**src/swlru_ram.sv**
```systemverilog
// generic simple dual-port ram with registered read
module swlru_ram #(
  parameter int unsigned WIDTH = 8,
  parameter int unsigned DEPTH = 32
) (
  input  logic                     clk,
  input  logic                     wr_en,
  input  logic [$clog2(DEPTH)-1:0] wr_addr,
  input  logic [WIDTH-1:0]         wr_data,
  input  logic                     rd_en,
  input  logic [$clog2(DEPTH)-1:0] rd_addr,
  output logic [WIDTH-1:0]         rd_data
);

  logic [WIDTH-1:0] mem [DEPTH];

  always_ff @(posedge clk) begin
    if (wr_en) begin
      mem[wr_addr] <= wr_data;
    end
    if (rd_en) begin
      rd_data <= mem[rd_addr];
    end
  end

endmodule

```
**config.mk**
```make
export PLATFORM = sky130hd
export DESIGN_NAME = swlru_ram
export DESIGN_NICKNAME = d
export VERILOG_FILES = /design/src/swlru_ram.sv
export SDC_FILE = /design/constraint.sdc
export NUM_CORES = 1
export LEC_CHECK = 0
export BUFFER_PORTS_ARGS = -buffer_cell sky130_fd_sc_hd__buf_4
export CORE_MARGIN = 4
export CORE_UTILIZATION = 35
export CTS_CLUSTER_DIAMETER = 150
export CTS_CLUSTER_SIZE = 24
export DETAILED_ROUTE_END_ITERATION = 8
export PLACE_DENSITY = 0.53
export SETUP_SLACK_MARGIN = 0.4
export SLEW_MARGIN = 10
export SYNTH_ARGS = -nofsm -noshare
export SYNTH_HDL_FRONTEND = slang
export SYNTH_SLANG_ARGS = --single-unit
```
**constraint.sdc**
```tcl
create_clock -name clk -period 4.9 [get_ports clk]
set_input_delay 0.245 -clock clk [delete_from_list [all_inputs] [get_ports clk]]
set_output_delay 0.245 -clock clk [all_outputs]
set_load 0.03 [all_outputs]
```
==> impl_metrics.json <==
{
  "netlist_instances": 417,
  "status": "finished, final reports clean",
  "pwr-share-comb_pct": 6.2,
  "synth-edff-count": 264,
  "final.setup.worst_slack_ps": 2410,
  "synth_flop_cell": "edfxtp_1",
  "antenna_found_initial": 0,
  "drive_gt1_share_pct": 30.8,
  "path_class": "in2reg",
  "whs_ps": 67.0,
  "pwr-share-clk_pct": 30.2,
  "setup_viol": 0,
  "syn2layout_area_growth_pct": 9.62,
  "worst_pin_slew_ps": 1190,
  "drv_cap": 0,
  "cts_resized": 0,
  "post_cts_buffers": 0,
  "syn-cell-area_sq_um": 10100,
  "ir_drop_uv": 157,
  "design.core.area_sq_um": 28600,
  "wire_per_inst_um": 26.1,
  "dr.pass1.iters": 4,
  "fillCellCount": 2530,
  "cp_num_buf_inv": 2,
  "initial_core_util_pct": 35.4,
  "drtAntennaViolNets": 0,
  "dp.cells": 811,
  "path_clk_slew_ps": 90,
  "diodes": 0,
  "hold_violations": 0,
  "power_density_nw_per_um2": 357,
  "endpoint_kind": "register",
  "numCtsBuffers": 14,
  "grt_pass1_wl_mm": 31.5,
  "gp_congestion": 0.755,
  "worst_setup_path_start_kind": "primary input",
  "slew_violations": 0,
  "yosysTopAreaCellShare_pct": 78.2,
  "relSlewSlack_pct": 20.3,
  "timing.fmax_mhz": 402,
  "clk_latency_ps": 480,
  "design_area_sq_um": 11100,
  "hold_class": "in2reg",
  "place_ws_ps": 1840,
  "r2r_cells": 3,
  "grt_max_degree": 65,
  "dp_hpwl_mm": 13.3,
  "hold_depth": 1,
  "synth_nets": 438,
  "dieArea_sq_um": 31700,
  "yosys_warnings": 0,
  "p_leak_nw": 3.31,
  "cp_num_cells": 5,
  "die_h_um": 178,
  "rsz0062_at_grt": "no",
  "fin_util_pct": 38.8,
  "async_flop_share_pct": 0,
  "final_cells": 826,
  "crit_chain": "buf_4, buf_4, mux4_2, mux4_2, mux2_2",
  "skew_ps": 13.8,
  "slowest_stage": "buf_4",
  "die_w_um": 178,
  "num_rows": 62,
  "grt_pass1_vias": 4499,
  "internal-power_mw": 3.17,
  "ioPinCount": 29,
  "synth_area_leader_cell": "edfxtp_1",
  "vias_per_cell": 5.13,
  "place_area_sq_um": 10700,
  "syn-mean-instance-area_sq_um": 24.3,
  "gr-total-overflow": 0,
  "cts_tree": "yes",
  "synth_most_common_cell": "edfxtp_1",
  "crit_fanout": 39,
  "cts_hold_buffers": 0,
  "switching_share_pct": 20.1,
  "ys_ff_latch": 264,
  "power_mw": 3.97,
  "min_period_over_period_pct": 50.7,
  "synth_common_cells": "edfxtp_1, mux4_2, nor2_1, mux2_2",
  "p_switching_mw": 0.800,
  "totalWireLength_mm": 21.5,
  "grt_usage_pct": 13.8,
  "h-tree-depth": 1,
  "ctsLongestPathBuffers": 3,
  "drc": 0,
  "cts_root_buf": "clkbuf_16",
  "final_nets": 464,
  "timing.final.crit_period_ps": 2490,
  "cp_slowest_stage_delay_ps": 620,
  "port_buffers": 28,
  "vias": 4237,
  "worstPathRequired_ps": 5140,
  "synth_top_cells_by_area": "edfxtp_1, mux4_2, nor2_1",
  "finalSetupTns_ps": 0,
  "yosysUniqueCellTypes": 14,
  "critPathTopFamily": "multiplexers",
  "yosysSeqAreaShare_pct": 78.2,
  "cts_sinks": 264,
  "p_seq_share_pct": 63.6,
  "dr.first_iter.drc_count": 359,
  "critical_path_arrival_ps": 2720
}
[state kept, by name, summed over array words and instances, names as in the netlist]
signal	count
mem	256
rd_data	8
[final cells by class]
cell class,instances,area [sq um],share of cell area [%]
flip-flops and latches,264,7930,71.4
multi-input cells,133,2100,18.9
well taps,384,480,4.33
clock buffers,15,375,3.38
repair buffers,30,225,2.03
[power groups by stage]
stage / clock network [mW] / logic, mW / registers (mW)
6_report: 1.20 / 0.246 / 2.53
3_3_place_gp: 0 / 0.250 / 2.58
5_1_grt: 1.31 / 0.265 / 2.53
3_5_place_dp: 0 / 0.255 / 2.58
2_1_floorplan: 0 / 0.134 / 2.59
4_1_cts: 1.24 / 0.255 / 2.53
[per-layer routing]
layer	share of wire, %	GRT usage, %	routed length [um]	up-vias
met1	46	21.0	10000	2328
met4	1.0	2.13	215	0
met3	3.9	1.53	847	16
met5	0	0	0	-
li1	-	-	-	1811
met2	49	22.1	10500	82
[worst paths after layout]
kind | from | endpoint | slack (ps)
max reg2reg | mem[21][6] | rd_data[6] | 2940
max | rd_addr[0] | rd_data[4] | 2410
min | rd_en | rd_data[2] | 70
min reg2reg | mem[24][1] | rd_data[1] | 980
[placed cells by master, fill, tap and decap left out, drive strengths merged, types with 2 or more instances in the layout]
cell type,n
buf,30
edfxtp,264
nand3b,5
nor2,33
clkbuf,15
mux2,8
nand3,2
or3b,3
mux4,80
[cell families (layout without fill, tap and decap cells)]
logic type,count (synthesis),in the layout,share of synthesized area [%]
multiplexers,88,88,18.7
flip-flops,264,264,78.2
buffers and inverters,20,45,1.05
AND/OR/NAND/NOR,45,45,2.05
No activity file was read; power rests on OpenSTA's default activity.
