`src/swlru_pkg.sv`:
```
// shared constants, codes and state type of the byte-weighted lru table
package swlru_pkg;

  localparam int unsigned MAX_ENTRIES_DEF = 32;
  localparam int unsigned KEY_BITS_DEF    = 48;
  localparam int unsigned SIZE_BITS_DEF   = 40;
  localparam int unsigned LIMIT_BITS      = 40;
  localparam int unsigned CMD_BITS        = 3;
  localparam int unsigned STATUS_BITS     = 2;

  localparam logic [LIMIT_BITS-1:0] LIMIT_RESET = 40'd1073741824;

  localparam logic [CMD_BITS-1:0] CMD_ADD     = 3'd0;
  localparam logic [CMD_BITS-1:0] CMD_REMOVE  = 3'd1;
  localparam logic [CMD_BITS-1:0] CMD_REFRESH = 3'd2;
  localparam logic [CMD_BITS-1:0] CMD_BEGIN   = 3'd3;
  localparam logic [CMD_BITS-1:0] CMD_END     = 3'd4;
  localparam logic [CMD_BITS-1:0] CMD_SPACE   = 3'd5;

  localparam logic [STATUS_BITS-1:0] ST_OK        = 2'd0;
  localparam logic [STATUS_BITS-1:0] ST_NOT_FOUND = 2'd1;
  localparam logic [STATUS_BITS-1:0] ST_DUP       = 2'd2;
  localparam logic [STATUS_BITS-1:0] ST_FULL      = 2'd3;

  localparam logic KIND_STATUS = 1'b0;
  localparam logic KIND_EVICT  = 1'b1;

  typedef enum logic [3:0] {
    S_IDLE,
    S_LK_RD,
    S_LK_CMP,
    S_DEC,
    S_SU_RD,
    S_SU_WR,
    S_WR_FRONT,
    S_SD_RD,
    S_SD_WR,
    S_DIV,
    S_TGT,
    S_EV_CHK,
    S_EV_OUT,
    S_EMIT
  } state_t;

endpackage

```
`src/swlru_div5.sv`:
```
// division of the footprint limit by five through a shift-add reciprocal multiply
module swlru_div5 (
  input  logic                               clk,
  input  logic                               rst_n,
  input  logic                               start,
  input  logic [swlru_pkg::LIMIT_BITS-1:0]   dividend,
  output logic                               done,
  output logic [swlru_pkg::LIMIT_BITS-1:0]   quotient
);

  // q = floor(x * (T + 1) / 2^44), T = (2^44 - 1) / 5 = 3 * (1 + 2^4 + ... + 2^40)
  // exact for every 40-bit x; the term count follows LIMIT_BITS = 40
  localparam int unsigned XB = swlru_pkg::LIMIT_BITS;
  localparam int unsigned QS = 44;
  localparam int unsigned PW = XB + QS;

  logic [4:0]    stg_r;
  logic [PW-1:0] x_r;
  logic [PW-1:0] a_r;
  logic [PW-1:0] b_r;
  logic [PW-1:0] c_r;
  logic [PW-1:0] d_r;
  logic [PW-1:0] e_r;
  logic [PW-1:0] p_r;

  // one stage flag per pipeline step, done rises as the product register is loaded
  always_ff @(posedge clk) begin
    if (!rst_n) begin
      stg_r <= '0;
    end else if (start) begin
      stg_r <= 5'b00001;
    end else begin
      stg_r <= {stg_r[3:0], 1'b0};
    end
  end

  // operands are held after start, so every later stage settles and stays
  always_ff @(posedge clk) begin
    if (start) begin
      x_r <= PW'(dividend);
      a_r <= PW'(dividend) + (PW'(dividend) << 1);
    end
    b_r <= a_r + (a_r << 4);
    c_r <= b_r + (b_r << 8);
    d_r <= c_r + (c_r << 16);
    e_r <= (b_r << 32) + (a_r << 40) + x_r;
    p_r <= d_r + e_r;
  end

  assign done     = stg_r[4];
  assign quotient = p_r[PW-1:QS];

endmodule

```
`config.mk`:
```
export PLATFORM = sky130hd
export DESIGN_NAME = swlru_div5
export DESIGN_NICKNAME = d
export VERILOG_FILES = /design/src/swlru_pkg.sv /design/src/swlru_div5.sv
export SDC_FILE = /design/constraint.sdc
export NUM_CORES = 1
export LEC_CHECK = 0
export ABC_AREA = 1
export BUFFER_PORTS_ARGS = -buffer_cell sky130_fd_sc_hd__buf_2
export CAP_MARGIN = 10
export CORE_MARGIN = 4
export CORE_UTILIZATION = 55
export DETAILED_ROUTE_END_ITERATION = 12
export PLACE_DENSITY = 0.82
export SYNTH_ARGS = -nofsm -noshare
export SYNTH_HDL_FRONTEND = slang
export SYNTH_SLANG_ARGS = --single-unit
```
`constraint.sdc`:
```
create_clock -name clk -period 1.97 [get_ports clk]
set_input_delay 0.197 -clock clk [delete_from_list [all_inputs] [get_ports clk]]
set_output_delay 0.197 -clock clk [all_outputs]
set_load 0.005 [all_outputs]
```
==> impl_metrics.sql, run 1 <==
INSERT INTO impl_metrics (metric_group, metric, value, unit) VALUES
('synth', 'avgSynthCellArea', '6.18', 'sq um'),
('cts', 'number_of_buffers_created_by_cts', '46', ''),
('place', 'hpwlAfterDp', '120000', 'microns'),
('synth', 'netlist_area', '31600', 'sq um'),
('place', 'io_buffers', '83', ''),
('cts', 'tritoncts_num_sinks', '384', ''),
('synth', 'synthFlopType', 'sky130_fd_sc_hd__dfxtp_1', ''),
('synth', 'synth-seq-area-share', '26.9', '%'),
('timing', 'repair-timing-grt-worst-ep', 'd_r[48]$_DFF_P_/D', ''),
('floorplanning', 'die_w', '248', 'microns'),
('grt', 'grt_max_degree', '84', ''),
('floorplanning', 'initial_core_utilization', '55.8', '%'),
('synth', 'post_synth_inst_count', '5108', ''),
('cts', 'clock_path_buffers', '3', ''),
('floorplanning', 'io_count', '84', ''),
('synth', 'synth.lib_cells_used.distinct', '40', ''),
('synth', 'mappedNetlistNets', '5433', ''),
('synth', 'synth_edf_count', '81', ''),
('floorplanning', 'fp-row-count', '87', ''),
('synth', 'synth-warning-count', '0', ''),
('outcome', 'lastStage', 'global routing', ''),
('place', 'routabilityCongestion', '1.14', ''),
('grt', 'grt_use_total', '112', '%'),
('synth', 'postSynth.asyncResetShare', '0', '%'),
('outcome', 'error', '[ERROR GRT-0232] Routing congestion too high. Check the congestion heatmap in the GUI.', ''),
('cts', 'cts.root.buffer_cell', 'sky130_fd_sc_hd__clkbuf_16', ''),
('outcome', 'run_status', 'aborted with a tool error', ''),
('floorplanning', 'die-height', '248', 'microns'),
('cts', 'htree_levels', '2', ''),
('timing', 'worstEndpointType', 'register input', ''),
('place', 'placedCellCount', '6950', ''),
('grt', 'grt_overflow', '10000', ''),
('synth', 'postSynthRegisterBits', '384', '');
-- metal layers --
metal / GRT usage [%] / overflow
met2: 166 / 8272
met4: 123 / 1526
met1: 90.4 / 105
met3: 77.5 / 108
met5: 54.0 / 13
-- logic make-up after synthesis --
family                     synth area share (%)
AOI/OAI and AO/OA                          11.4
and+or+nand+nor                            36.2
buffers and inverters                      9.91
xor gates and xnor gates                   4.33
adders and majority gates                  11.3
DFF                                        26.9
-- synth_stat cells, types with 3 or more instances --
cell type	count	area, sq um
sky130_fd_sc_hd__nand3b_1	5	37.5
sky130_fd_sc_hd__o21ai_0	188	941
sky130_fd_sc_hd__edfxtp_1	81	2430
sky130_fd_sc_hd__inv_1	822	3090
sky130_fd_sc_hd__o21a_1	21	158
sky130_fd_sc_hd__dfxtp_1	303	6070
sky130_fd_sc_hd__nor3_1	68	340
sky130_fd_sc_hd__xnor2_1	20	175
sky130_fd_sc_hd__ha_1	277	3470
sky130_fd_sc_hd__nor2_2	32	200
sky130_fd_sc_hd__and2_1	8	50.1
sky130_fd_sc_hd__nor4_1	9	56.3
sky130_fd_sc_hd__nand4_1	84	526
sky130_fd_sc_hd__a21oi_1	356	1780
sky130_fd_sc_hd__o22ai_1	4	25.0
sky130_fd_sc_hd__nand2_2	13	81.3
sky130_fd_sc_hd__o21ai_1	7	35.0
sky130_fd_sc_hd__fa_1	5	100
sky130_fd_sc_hd__nor3_2	5	50.1
sky130_fd_sc_hd__xor2_1	136	1190
sky130_fd_sc_hd__inv_2	10	37.5
sky130_fd_sc_hd__o21bai_1	47	353
sky130_fd_sc_hd__nor2_4	3	33.8
sky130_fd_sc_hd__a31oi_1	10	62.6
sky130_fd_sc_hd__nand3_1	254	1270
sky130_fd_sc_hd__a21o_1	15	113
sky130_fd_sc_hd__nand3_2	7	70.1
sky130_fd_sc_hd__nor2_1	607	2280
sky130_fd_sc_hd__a21boi_0	10	75.1
sky130_fd_sc_hd__or2_2	4	25.0
sky130_fd_sc_hd__nand2_1	1681	6310
sky130_fd_sc_hd__and3_1	3	18.8
-- per-stage QoR --
step	area, sq um	setup WS [ns]
global placement	40700	-0.477
floorplan	31600	0.0231
detailed placement	40700	-0.527
CTS	47100	-0.133
-- what timing repair did --
item | in CTS
endpoints found under the setup margin | 203
pin swaps | 121
hold endpoints to repair | 45
hold buffers | 41
setup buffers | 60
gates resized for setup | 887
==> run 2: changes to the inputs <==
--- a/config.mk
+++ b/config.mk
@@ -9,9 +9,9 @@
 export BUFFER_PORTS_ARGS = -buffer_cell sky130_fd_sc_hd__buf_2
 export CAP_MARGIN = 10
 export CORE_MARGIN = 4
-export CORE_UTILIZATION = 55
+export CORE_UTILIZATION = 40
 export DETAILED_ROUTE_END_ITERATION = 12
-export PLACE_DENSITY = 0.82
+export PLACE_DENSITY_LB_ADDON = 0.15
 export SYNTH_ARGS = -nofsm -noshare
 export SYNTH_HDL_FRONTEND = slang
 export SYNTH_SLANG_ARGS = --single-unit
==> constraint.sdc (replaced) <==
create_clock -name clk -period 2.56 [get_ports clk]
set_input_delay 0.256 -clock clk [delete_from_list [all_inputs] [get_ports clk]]
set_output_delay 0.256 -clock clk [all_outputs]
set_load 0.005 [all_outputs]
==> run 2 against run 1 <==
Against the previous run: the flow now finishes without violations; synthesized area unchanged; synthesized cell count unchanged.
==> impl_metrics.sql, run 2 <==
INSERT INTO impl_metrics (metric_group, metric, value, unit) VALUES
('pwr', 'power-per-cell-area', '1500', 'nW/um^2'),
('timing', 'post-route-min-period', '2.55', 'ns'),
('cts', 'worst_setup_hold_path_clk_slew', '0.06', 'ns'),
('finish', 'top_register', 'e_r', ''),
('synth', 'synth-seq-area-share', '26.9', '%'),
('setup_path', 'cpMaxStageDelayCell', 'sky130_fd_sc_hd__ha_2', ''),
('pwr', 'total_leakage_power', '19.2', 'nW'),
('setup_path', 'path_max_fanout', '4', ''),
('timing', 'final.setup.tns', '0', 'ns'),
('place', 'io_buffers', '83', ''),
('floorplanning', 'die_area', '83500', 'sq um'),
('timing', 'finalSetupViolCount', '0', ''),
('setup_path', 'crit_chain', 'ha_2, nand2_1, nor2_1, inv_1, nor2_1, inv_1, o21ai_1, nand2_1, nand3_1, nand2_1, nor2_1, buf_4', ''),
('timing', 'fin_skew', '0.0255', 'ns'),
('setup_path', 'timing.critical_path.slowest_cell_delay', '0.47', 'ns'),
('outcome', 'run_status', 'finished clean', ''),
('setup_path', 'timing.critical_path.arrival', '3.11', 'ns'),
('timing', 'final-max-slew-violation-count', '0', ''),
('floorplanning', 'fp-row-count', '102', ''),
('routing', 'route.vias.total', '34100', ''),
('finish', 'area.growth.synth_to_final', '18.0', '%'),
('routing', 'detail-route-antenna-nets', '0', ''),
('pwr', 'comb_power_share', '67.1', '%'),
('floorplanning', 'die_w', '289', 'microns'),
('floorplanning', 'initial_core_utilization', '40.6', '%'),
('cts', 'clock_path_buffers', '3', ''),
('grt', 'antenna_found_initial', '2', ''),
('timing', 'min_period_over_period', '99.7', '%'),
('synth', 'avgSynthCellArea', '6.18', 'sq um'),
('place', 'placedCellCount', '6464', ''),
('grt', 'grt_max_degree', '45', ''),
('cts', 'clk-insertion-delay-late', '0.62', 'ns'),
('grt', 'first_pass_grt_wire_length', '207000', 'microns'),
('finish', 'final_cell_area', '37300', 'sq um'),
('floorplanning', 'placeableCoreArea', '77800', 'sq um'),
('finish', 'final_cells', '6598', ''),
('finish', 'design.final.nets', '5844', ''),
('worst_hold_path', 'hold_crit_class', 'input pin to flip-flop', ''),
('pwr', 'swShare', '54.8', '%'),
('synth', 'synthMostInstantiatedCell', 'sky130_fd_sc_hd__nand2_1', ''),
('setup_path', 'cp.depth', '12', ''),
('routing', 'totalWireLength', '143000', 'microns'),
('worst_hold_path', 'whs_path_depth', '2', ''),
('cts', 'tritoncts_num_sinks', '384', ''),
('synth', 'synth_edf_count', '81', ''),
('cts', 'cts.root.buffer_cell', 'sky130_fd_sc_hd__clkbuf_16', ''),
('run', 'cap_viol_max_count', '0', ''),
('timing', 'hold_viol', '0', ''),
('finish', 'layout_commonest_cell', 'sky130_fd_sc_hd__nand2_1', ''),
('place', 'hpwlAfterDp', '125000', 'microns'),
('place', 'pre_cts_ws', '-0.192', 'ns'),
('finish', 'multi_input_comb_area', '20100', 'sq um'),
('place', 'detailed_place.area', '35100', 'sq um'),
('setup_path', 'critical_path_required', '3.12', 'ns'),
('routing', 'drt_first_pass_iters', '6', ''),
('finish', 'biggestRegsByFlops', 'e_r x83, d_r x73, c_r x56', ''),
('grt', 'grt_use_total', '33.7', '%'),
('synth', 'synth_common_cells', 'sky130_fd_sc_hd__nand2_1, sky130_fd_sc_hd__inv_1, sky130_fd_sc_hd__nor2_1', ''),
('timing', 'setup_ws', '0.00665', 'ns'),
('cts', 'htree_levels', '2', ''),
('finish', 'largest_register_ffs', '83', ''),
('synth', 'mappedNetlistNets', '5433', ''),
('finish', 'final_layout_size_suffix_gt1_share', '9.18', '%'),
('synth', 'synth.lib_cells_used.distinct', '40', ''),
('synth', 'yosys-top-cells-area', 'sky130_fd_sc_hd__nand2_1, sky130_fd_sc_hd__dfxtp_1, sky130_fd_sc_hd__ha_1, sky130_fd_sc_hd__inv_1, sky130_fd_sc_hd__edfxtp_1', ''),
('routing', 'remaining_drcs', '0', ''),
('grt', 'grt_overflow', '0', ''),
('timing', 'timing.max_slew.rel_slack', '59.7', '%'),
('floorplanning', 'die-height', '289', 'microns'),
('synth', 'post_synth_top_area_share', '20.0', '%'),
('pwr', 'clock_power_share', '12.7', '%'),
('cts', 'tritoncts', 'yes', ''),
('setup_path', 'ff2ff_setup_slack', '0.007', 'ns'),
('setup_path', 'critical_path_class', 'flip-flop to flip-flop', ''),
('synth', 'postSynth.asyncResetShare', '0', '%'),
('timing', 'rsz0062_at_grt', 'no', ''),
('routing', 'drt-initial-drc-count', '2493', ''),
('timing', 'max_slew.worst_pin.slew', '0.600', 'ns'),
('setup_path', 'timing.critical_path.from_type', 'flip-flop', ''),
('pwr', 'max-vdd-ir-drop', '651', 'uV'),
('routing', 'vias_per_cell', '5.17', ''),
('setup_path', 'cp_num_buf_inv', '3', ''),
('place', 'routabilityCongestion', '1.06', ''),
('synth', 'postSynthRegisterBits', '384', ''),
('setup_path', 'critPathTopFamily', 'simple AND/OR/NAND/NOR gates', ''),
('setup_path', 'critPathCaptureType', 'flip-flop', ''),
('floorplanning', 'io_count', '84', ''),
('finish', 'antennaDiodeCount', '0', ''),
('timing', 'clock.fmax', '392', 'MHz'),
('finish', 'fillerInstances', '8387', ''),
('routing', 'routedWlPerCell', '21.7', 'microns'),
('synth', 'synth.largest_area_cell', 'sky130_fd_sc_hd__nand2_1', ''),
('finish', 'sequential_cell_area', '8500', 'sq um'),
('pwr', 'total_power', '55.7', 'mW'),
('finish', 'layout_common_cells', 'sky130_fd_sc_hd__nand2_1, sky130_fd_sc_hd__inv_1, sky130_fd_sc_hd__nor2_1, sky130_fd_sc_hd__a21oi_1, sky130_fd_sc_hd__dfxtp_1', ''),
('synth', 'post_synth_inst_count', '5108', ''),
('pwr', 'int_power', '25.2', 'mW'),
('synth', 'synth-warning-count', '0', ''),
('pwr', 'net-switching-power', '30.6', 'mW'),
('synth', 'netlist_area', '31600', 'sq um'),
('cts', 'number_of_buffers_created_by_cts', '49', ''),
('grt', 'number_of_global_route_vias_before_repair', '33100', ''),
('setup_path', 'worst_r2r_path_depth', '12', ''),
('synth', 'synthFlopType', 'sky130_fd_sc_hd__dfxtp_1', ''),
('pwr', 'pwr-share-seq', '20.2', '%');
[run 2: cell counts after synthesis]
No cell type changed its count.
[run 2: metal layers]
layer	up-vias	track usage, %	part of all wire (%)
met3	321	4.66	6.2
met2	1223	55.0	44
li1	17100	-	-
met5	-	0	0
met1	15500	41.8	42
met4	0	21.9	7.8
[run 2: cells by family after synthesis]
| group | after synthesis | synth area share, % |
|---|---|---|
| and+or+nand+nor | 2788 | 36.2 |
| AOI/OAI and AO/OA | 665 | 11.4 |
| DFF | 384 | 26.9 |
| adders and majority gates | 282 | 11.3 |
| xor gates and xnor gates | 156 | 4.33 |
| buffers and inverters | 833 | 9.91 |
[run 2: stage by stage]
| stage | utilization (%) | hold slack, ns |
|---|---|---|
| global route | 47.9 | 0.0482 |
| finish | 47.9 | 0.0485 |
| detailed placement | 45.0 | 0.327 |
| global placement | 45.0 | 0.325 |
| CTS | 47.7 | 0.0261 |
| floorplan | - | 0.323 |
[run 2: what timing repair did]
action                                 in CTS  in global routing
setup endpoints to repair                   3                 31
buffers inserted                            0                  5
endpoints found under the hold margin      43                  0
hold buffers                               39                  0
resized for setup                           2                 28
[run 2: area by class of cell]
| cell class | instances | share of cell area (%) |
|---|---|---|
| multi-input cells | 3891 | 53.9 |
| flip-flops and latches | 384 | 22.8 |
| inverters | 832 | 8.38 |
| repair buffers | 361 | 7.05 |
| clock buffers | 65 | 3.76 |
| well taps | 1040 | 3.49 |
| clock inverters | 25 | 0.648 |
[run 2: worst paths after layout]
path,start,endpoint
hold reg to reg,x_r[1]$_DFFE_PP_,e_r[1]$_DFF_P_
setup / recovery,c_r[38]$_DFF_P_,d_r[72]$_DFF_P_
setup reg to reg,c_r[38]$_DFF_P_,d_r[72]$_DFF_P_
hold / removal,dividend[34],x_r[34]$_DFFE_PP_
[run 2: power groups by stage]
stage	logic [mW]	registers (mW)	clock network (mW)
finish	37.4	11.3	7.08
floorplan	22.6	9.83	0
global route	41.1	11.3	7.43
CTS	36.6	11.2	7.20
global placement	36.6	11.3	0
detailed placement	36.4	11.3	0
[run 2: worst reg2reg max path, delay by kind of cell (launching register included)]
family,cells,cell delay [ns]
and+or+nand+nor,7,1.06
AOI/OAI and AO/OA,1,0.21
buffers and inverters,3,0.31
DFF,1,0.44
adders and majority gates,1,0.48
No activity file was read; power rests on OpenSTA's default activity.
